==> src/rtl/crpm_pkg.sv <==
// crpm_pkg: shared constants for the crank period speed meter.
// Register indexes, reset values and field widths. No dependencies.
`default_nettype none

package crpm_pkg;

  localparam int TIME_WIDTH_DEF = 64;

  localparam int SPEED_W = 17;
  localparam int REVS_W  = 32;
  localparam int NOISE_W = 16;
  localparam int TMO_W   = 32;
  localparam int LIMIT_W = 16;
  localparam int CFG_W   = 32;
  localparam int IDX_W   = 8;

  // Dividend for the speed: two revolutions' worth of microseconds per minute
  localparam int QUOT_W = 27;
  localparam logic [QUOT_W-1:0] TICKS_X2 = 27'd120000000;

  localparam logic [SPEED_W-1:0] NOISE_CODE = '1;

  localparam logic [IDX_W-1:0] REG_NOISE_GAP   = 8'd0;
  localparam logic [IDX_W-1:0] REG_RUN_TIMEOUT = 8'd1;
  localparam logic [IDX_W-1:0] REG_RPM_LIMIT   = 8'd2;

  localparam logic [NOISE_W-1:0] NOISE_GAP_RST   = 16'd40;
  localparam logic [TMO_W-1:0]   RUN_TIMEOUT_RST = 32'd1000000;
  localparam logic [LIMIT_W-1:0] RPM_LIMIT_RST   = 16'd30000;

  // Stream payload widths; the data widths are padded to whole bytes
  localparam int IN_DATA_W  = 64;
  localparam int OUT_DATA_W = 56;
  localparam int OUT_USER_W = 2;

endpackage

`default_nettype wire

==> src/rtl/crank_period_rpm_meter.sv <==
// crank_period_rpm_meter: period-measuring tachometer on timestamped trigger transactions.
// Each transaction runs through the gap, evaluate and finish states; a sync that divides
// also runs the divide and limit states. One transaction in flight; finish holds until
// the output register is free. Radix-2 restoring divider, one quotient bit a cycle over 27 bits.
// A finished result waits in the output register while the next transaction is taken.
// Reset (synchronous, rst_n low) clears speed, revolutions and sync history and
// returns the registers to their defaults.
`default_nettype none

module crank_period_rpm_meter #(
  parameter int TIME_WIDTH = crpm_pkg::TIME_WIDTH_DEF
) (
  input  wire logic                            clk,
  input  wire logic                            rst_n,
  // configuration
  input  wire logic                            cfg_we,
  input  wire logic [crpm_pkg::IDX_W-1:0]      cfg_index,
  input  wire logic [crpm_pkg::CFG_W-1:0]      cfg_wdata,
  // input stream
  input  wire logic                            in_tvalid,
  output logic                                 in_tready,
  input  wire logic [crpm_pkg::IN_DATA_W-1:0]  in_tdata,   // [63:0] time_us
  input  wire logic                            in_tuser,   // [0] is_sync
  // result stream
  output logic                                 out_tvalid,
  input  wire logic                            out_tready,
  output logic [crpm_pkg::OUT_DATA_W-1:0]      out_tdata,  // [16:0] speed_rpm, [48:17] revolution_count
  output logic [crpm_pkg::OUT_USER_W-1:0]      out_tuser   // [0] running, [1] noisy
);

  import crpm_pkg::*;

  localparam logic [2:0] ST_IDLE = 3'd0;
  localparam logic [2:0] ST_GAP  = 3'd1;
  localparam logic [2:0] ST_EVAL = 3'd2;
  localparam logic [2:0] ST_DIV  = 3'd3;
  localparam logic [2:0] ST_LIM  = 3'd4;
  localparam logic [2:0] ST_FIN  = 3'd5;

  localparam int CNT_W = $clog2(QUOT_W);
  localparam logic [CNT_W-1:0] CNT_LAST = CNT_W'(QUOT_W - 1);

  logic [2:0]            state_r, state_nxt;

  logic [NOISE_W-1:0]    noise_gap_r;
  logic [TMO_W-1:0]      run_timeout_r;
  logic [LIMIT_W-1:0]    rpm_limit_r;

  logic [TIME_WIDTH-1:0] now_r;
  logic                  sync_r;
  logic [TIME_WIDTH-1:0] gap_r;
  logic                  in_window_r;

  logic [TIME_WIDTH-1:0] last_sync_r;
  logic                  have_sync_r;
  logic [SPEED_W-1:0]    speed_r, speed_nxt;
  logic [REVS_W-1:0]     revs_r;

  // divider
  logic [TMO_W-1:0]      rem_r, rem_nxt;
  logic [QUOT_W-1:0]     dvd_r, dvd_nxt;
  logic [QUOT_W-1:0]     quo_r, quo_nxt;
  logic [CNT_W-1:0]      cnt_r, cnt_nxt;
  logic [TMO_W:0]        rem_shift;
  logic [TMO_W:0]        rem_diff;

  logic                  out_tvalid_r;
  logic [OUT_DATA_W-1:0] out_tdata_r;
  logic [OUT_USER_W-1:0] out_tuser_r;

  logic                  in_acc;
  logic                  out_free;
  logic                  gap_lt_tmo;
  logic                  run_fin;
  logic [SPEED_W-1:0]    speed_out;
  logic [REVS_W-1:0]     revs_fin;

  assign in_tready  = (state_r == ST_IDLE);
  assign in_acc     = in_tvalid && in_tready;
  assign out_free   = !out_tvalid_r || out_tready;
  assign out_tvalid = out_tvalid_r;
  assign out_tdata  = out_tdata_r;
  assign out_tuser  = out_tuser_r;

  assign gap_lt_tmo = gap_r < TIME_WIDTH'(run_timeout_r);

  // One restoring step: bring in the next dividend bit, subtract if it fits
  assign rem_shift = {rem_r, dvd_r[QUOT_W-1]};
  assign rem_diff  = rem_shift - {1'b0, gap_r[TMO_W-1:0]};

  // After a sync the gap is zero, so running only needs a non-zero timeout
  assign run_fin   = sync_r ? (run_timeout_r != '0) : (have_sync_r && in_window_r);
  assign speed_out = run_fin ? speed_r : '0;
  assign revs_fin  = sync_r ? revs_r + 1'b1 : revs_r;

  always_comb begin
    state_nxt = state_r;
    speed_nxt = speed_r;
    rem_nxt   = rem_r;
    dvd_nxt   = dvd_r;
    quo_nxt   = quo_r;
    cnt_nxt   = cnt_r;
    unique case (state_r)
      ST_IDLE: begin
        if (in_acc) begin
          state_nxt = ST_GAP;
        end
      end
      ST_GAP: begin
        state_nxt = ST_EVAL;
      end
      ST_EVAL: begin
        state_nxt = ST_FIN;
        if (sync_r && have_sync_r && gap_lt_tmo) begin
          if (gap_r < TIME_WIDTH'(noise_gap_r) || gap_r == '0) begin
            speed_nxt = NOISE_CODE;
          end else begin
            rem_nxt   = '0;
            dvd_nxt   = TICKS_X2;
            quo_nxt   = '0;
            cnt_nxt   = '0;
            state_nxt = ST_DIV;
          end
        end
      end
      ST_DIV: begin
        dvd_nxt = {dvd_r[QUOT_W-2:0], 1'b0};
        if (!rem_diff[TMO_W]) begin
          rem_nxt = rem_diff[TMO_W-1:0];
          quo_nxt = {quo_r[QUOT_W-2:0], 1'b1};
        end else begin
          rem_nxt = rem_shift[TMO_W-1:0];
          quo_nxt = {quo_r[QUOT_W-2:0], 1'b0};
        end
        cnt_nxt = cnt_r + 1'b1;
        if (cnt_r == CNT_LAST) begin
          state_nxt = ST_LIM;
        end
      end
      ST_LIM: begin
        if (quo_r > QUOT_W'(rpm_limit_r)) begin
          speed_nxt = NOISE_CODE;
        end else begin
          speed_nxt = SPEED_W'(quo_r);
        end
        state_nxt = ST_FIN;
      end
      ST_FIN: begin
        if (out_free) begin
          state_nxt = ST_IDLE;
        end
      end
      default: begin
        state_nxt = ST_IDLE;
      end
    endcase
  end

  always_ff @(posedge clk) begin
    if (!rst_n) begin
      state_r       <= ST_IDLE;
      noise_gap_r   <= NOISE_GAP_RST;
      run_timeout_r <= RUN_TIMEOUT_RST;
      rpm_limit_r   <= RPM_LIMIT_RST;
      last_sync_r   <= '0;
      have_sync_r   <= 1'b0;
      speed_r       <= '0;
      revs_r        <= '0;
      out_tvalid_r  <= 1'b0;
    end else begin
      state_r <= state_nxt;
      speed_r <= speed_nxt;
      if (cfg_we) begin
        unique case (cfg_index)
          REG_NOISE_GAP:   noise_gap_r   <= cfg_wdata[NOISE_W-1:0];
          REG_RUN_TIMEOUT: run_timeout_r <= cfg_wdata[TMO_W-1:0];
          REG_RPM_LIMIT:   rpm_limit_r   <= cfg_wdata[LIMIT_W-1:0];
          default: ;
        endcase
      end
      if (state_r == ST_FIN && out_free) begin
        out_tvalid_r <= 1'b1;
        revs_r       <= revs_fin;
        if (sync_r) begin
          last_sync_r <= now_r;
          have_sync_r <= 1'b1;
        end
      end else if (out_tvalid_r && out_tready) begin
        out_tvalid_r <= 1'b0;
      end
    end
  end

  // Payload and datapath registers
  always_ff @(posedge clk) begin
    rem_r <= rem_nxt;
    dvd_r <= dvd_nxt;
    quo_r <= quo_nxt;
    cnt_r <= cnt_nxt;
    if (in_acc) begin
      now_r  <= in_tdata[TIME_WIDTH-1:0];
      sync_r <= in_tuser;
    end
    if (state_r == ST_GAP) begin
      gap_r <= now_r - last_sync_r;
    end
    if (state_r == ST_EVAL) begin
      in_window_r <= gap_lt_tmo;
    end
    if (state_r == ST_FIN && out_free) begin
      out_tdata_r <= {{(OUT_DATA_W - SPEED_W - REVS_W){1'b0}}, revs_fin, speed_out};
      out_tuser_r <= {(speed_r == NOISE_CODE), run_fin};
    end
  end

endmodule

`default_nettype wire

==> config.mk <==
export PLATFORM = sky130hd
export DESIGN_NAME = crank_period_rpm_meter
export DESIGN_NICKNAME = d
export VERILOG_FILES = /design/src/rtl/crpm_pkg.sv /design/src/rtl/crank_period_rpm_meter.sv
export SDC_FILE = /design/constraint.sdc
export NUM_CORES = 1
export LEC_CHECK = 0
export ABC_CLOCK_PERIOD_IN_PS = 15200
export BUFFER_PORTS_ARGS = -buffer_cell sky130_fd_sc_hd__buf_2
export CAP_MARGIN = 10
export CORE_MARGIN = 5
export CORE_UTILIZATION = 46
export DETAILED_ROUTE_END_ITERATION = 16
export GPL_TIMING_DRIVEN = 0
export PLACE_DENSITY_LB_ADDON = 0.12
export SETUP_SLACK_MARGIN = 0.2
export SLEW_MARGIN = 20
export SYNTH_ARGS = -nofsm -noshare
export SYNTH_HDL_FRONTEND = slang
export SYNTH_SLANG_ARGS = --single-unit
export TNS_END_PERCENT = 50
==> constraint.sdc <==
create_clock -name clk -period 15.2 [get_ports clk]
set_input_delay 3.8 -clock clk [delete_from_list [all_inputs] [get_ports clk]]
set_output_delay 3.8 -clock clk [all_outputs]
set_load 0.005 [all_outputs]
==> qor.yml <==
grt:
  grt_first_pass_wirelength_mm: 90.93
  grt-ovfl-total: 0
  grt_max_degree: 50
  grt_pass1_vias: 17320
  antenna_found_initial: 3
  track_usage_pct: 19.83
synthesis:
  synth-seq-area-share_pct: 48.72
  synth_area_um2: 23690
  yosys_warnings: 0
  ys_types: 71
  synth_flop_cell: "edfxtp_1"
  async_flop_share_pct: 0
  ys_seq_elements: 445
  synth_edf_count: 263
  syn_inst: 2374
  avgSynthCellArea_um2: 9.978
sta:
  timing.final.hold_violations: 0
  slew_headroom_pct: 24.15
  period_needed_ps: 5943
  setup_viol: 0
  hold_ws_ps: 459.4
  finalCritPeriodShare_pct: 39.10
  slew_violations: 0
  tightest_slew_ps: 1138
  fin_setup_tns_ps: 0
  fmax_mhz: 168.3
  skew_ps: 28.08
  rsz0062_at_grt: "false"
clock_tree:
  cts_root_buf: "clkbuf_16"
  clk_latency_ps: 610
  cts.htree.levels: 2
  cts_resized: 0
  hold_buffers: 0
  clkSinkCount: 445
  cts_buffer_depth: 3
  post-cts-setup-buffers: 0
  cts_tree: "done"
  clk_pin_slew_ps: 60
  cts_buffers: 50
min_path:
  worstHoldStart: "last_sync_r[40]$_SDFFE_PN0P_"
  hp-class: "reg2reg"
  worstHoldEndpoint: "last_sync_r[40]$_SDFFE_PN0P_"
  holdPathStages: 2
worst_setup_path:
  max_stage_delay_ps: 570
  rr_endpoint: "rem_r[0]$_SDFFCE_PP0P_"
  endpoint_kind: "register"
  required_ps: 15710
  critPathKind: "in2reg"
  rr_worst_depth: 13
  crit_fanout: 10
  worstSetupStartpointType: "input port"
  timing.rr.start: "gap_r[17]$_DFFE_PP_"
  regToRegSetupSlack_ps: 10990
  arrival_ps: 6460
  path_buf_inv: 4
  crit_chain: "buf_2, nand2b_1, nand3_1, inv_1, and2_1, clkbuf_1, buf_1, nand2_1, a21boi_0"
  critPathSlowestCell: "clkbuf_1"
  crit_family: "buffers and inverters"
power_and_ir_drop:
  vdd_drop_max_mv: 0.08330
  power.density_nw_per_um2: 113.2
  leakagePower_nw: 10.39
route:
  viasPerCell: 5.325
  ant_nets: 0
  wire_per_inst_um: 17.21
  first_pass_iters: 6
  drt_iter0_markers: 1091
  wirelength_mm: 57.33
  vias: 17740
  route.detailed.drc: 0
placement:
  gp_congestion: 0.9192
  placed_cell_area_um2: 25550
  place_hpwl_mm: 43.56
  port-buffer-count: 162
die:
  core_um2: 51200
  fp.dieH_um: 236.9
  io_pins: 170
  rows: 83
  dieArea_um2: 56130
  start_util_pct: 46.27
  die_x_um: 236.9
layout:
  drive_above_1_share_pct: 10.58
  fillers: 4666
  final_nets: 2877
  areaGrowthSynthToFinish_pct: 14.92
  fin_area_um2: 27220
job:
  drv_cap: 0
outcome:
  status: "completed"
how the worst max path moves through the flow:
stage	from	endpoint	slack [ps]	depth (start not counted)
after global placement	gap_r[63]$_DFFE_PP_	rem_r[25]$_SDFFCE_PP0P_	6610	10
after CTS	out_tready	last_sync_r[15]$_SDFFE_PN0P_	9260	9
after global routing	out_tready	last_sync_r[15]$_SDFFE_PN0P_	9080	9
after detailed placement	out_tready	last_sync_r[15]$_SDFFE_PN0P_	8640	9
after floorplan	out_tready	revs_r[26]$_SDFFE_PN0P_	8760	7
final	out_tready	last_sync_r[15]$_SDFFE_PN0P_	9260	9
cells in the mapped netlist, types with 6 or more instances:
library cell,number,area (um^2)
dfxtp_1,182,3643
nor2b_1,29,181.4
buf_2,8,40.04
o21bai_1,17,127.6
edfxtp_1,263,7898
or3_1,18,112.6
nand4_1,36,225.2
clkbuf_1,69,259.0
a21boi_0,110,825.8
nor3_1,25,125.1
a21oi_1,111,555.5
xnor2_1,91,797.0
nand2b_1,25,156.4
buf_4,8,60.06
o21ai_1,7,35.03
o211ai_1,24,180.2
o21a_1,13,97.59
mux2i_1,40,400.4
o31ai_1,11,82.58
o21ai_0,83,415.4
a21o_1,63,473.0
and4_1,6,52.55
inv_1,186,698.2
a211oi_1,23,172.7
ha_1,160,2002
and2_1,92,575.6
a31oi_1,17,106.4
a2bb2oi_1,16,140.1
buf_1,8,30.03
xor2_1,52,455.4
nor4_1,33,206.5
nand2_1,318,1194
nand3_1,32,160.2
nor2_1,105,394.1
and3_1,25,156.4
where the power goes:
part / switching [W] / internal, W
clock: 0.000496 / 0.000728
sequential: 0.0000405 / 0.00135
combinational: 0.000273 / 0.000193
total: 0.000810 / 0.00227
layout by cell type, fill, tap and decap left out, types with 52 or more instances in the layout:
cell / synthesis / final
nand2_1: 318 / 318
ha_1: 160 / 160
edfxtp_1: 263 / 263
xor2_1: 52 / 52
and2_1: 92 / 91
buf_2: 8 / 171
inv_1: 186 / 186
a21o_1: 63 / 63
xnor2_1: 91 / 91
dfxtp_1: 182 / 182
a21oi_1: 111 / 111
a21boi_0: 110 / 110
nor2_1: 105 / 104
o21ai_0: 83 / 83
clkbuf_1: 69 / 84
cells by family (layout without fill, tap and decap cells):
family | Yosys count | in the layout | share of synthesized area [%]
xor+xnor | 143 | 143 | 5.287
fa+ha+maj | 162 | 162 | 8.620
buf+inv | 281 | 548 | 4.685
other cells | 1 | 11 | 0.01583
compound gates | 537 | 537 | 15.29
flops | 445 | 445 | 48.72
simple gates | 764 | 764 | 15.64
mux | 41 | 41 | 1.738
area by class of cell:
cell class	instances	area, um^2	share of cell area, %
Antenna cell	4	10.01	0.03677
Clock inverter	29	355.3	1.305
Clock buffer	65	1308	4.803
Timing Repair Buffer	173	970.9	3.567
Multi-Input combinational cell	1654	11070	40.68
Buffer	95	412.9	1.517
Inverter	186	698.2	2.565
Sequential cell	445	11540	42.40
Tap cell	680	850.8	3.126
metal layers:
layer	global-route usage, %	up-vias	wire length (um)
met2	33.27	385	27160
met4	6.507	0	1690
met3	3.145	96	2640
li1	-	8854	-
met1	26.37	8402	25830
met5	0	-	0
through the flow:
step	setup WS, ps	std cells	power [W]	util, %
floorplan	8757	2380	0.001740	-
global placement	6610	3222	0.001867	49.56
detailed placement	8641	3233	0.001876	49.90
CTS	9261	3327	0.003114	53.15
global route	9079	3330	0.003221	53.16
finish	9257	3331	0.003080	53.17
registers in the layout (all words and copies together), names as in the netlist, 18 cells and up:
register,cells
out_tdata,49
last_sync_r,64
quo_r,27
now_r,64
dvd_r,18
run_timeout_r,32
rem_r,32
revs_r,32
gap_r,64
worst reg2reg max path, stage by stage (launching register included):
cell and delay (ps):
edfxtp_1 510, ha_1 350, a21o_1 180, a21o_1 170
a21oi_1 150, nor2_1 50, a211oi_1 210, nor3_1 160
a2111oi_0 920, nor2b_1 310, nor2_1 100, nor2_4 320
buf_12 240, buf_16 200
Note: power is estimated with default switching activity, not from simulation.
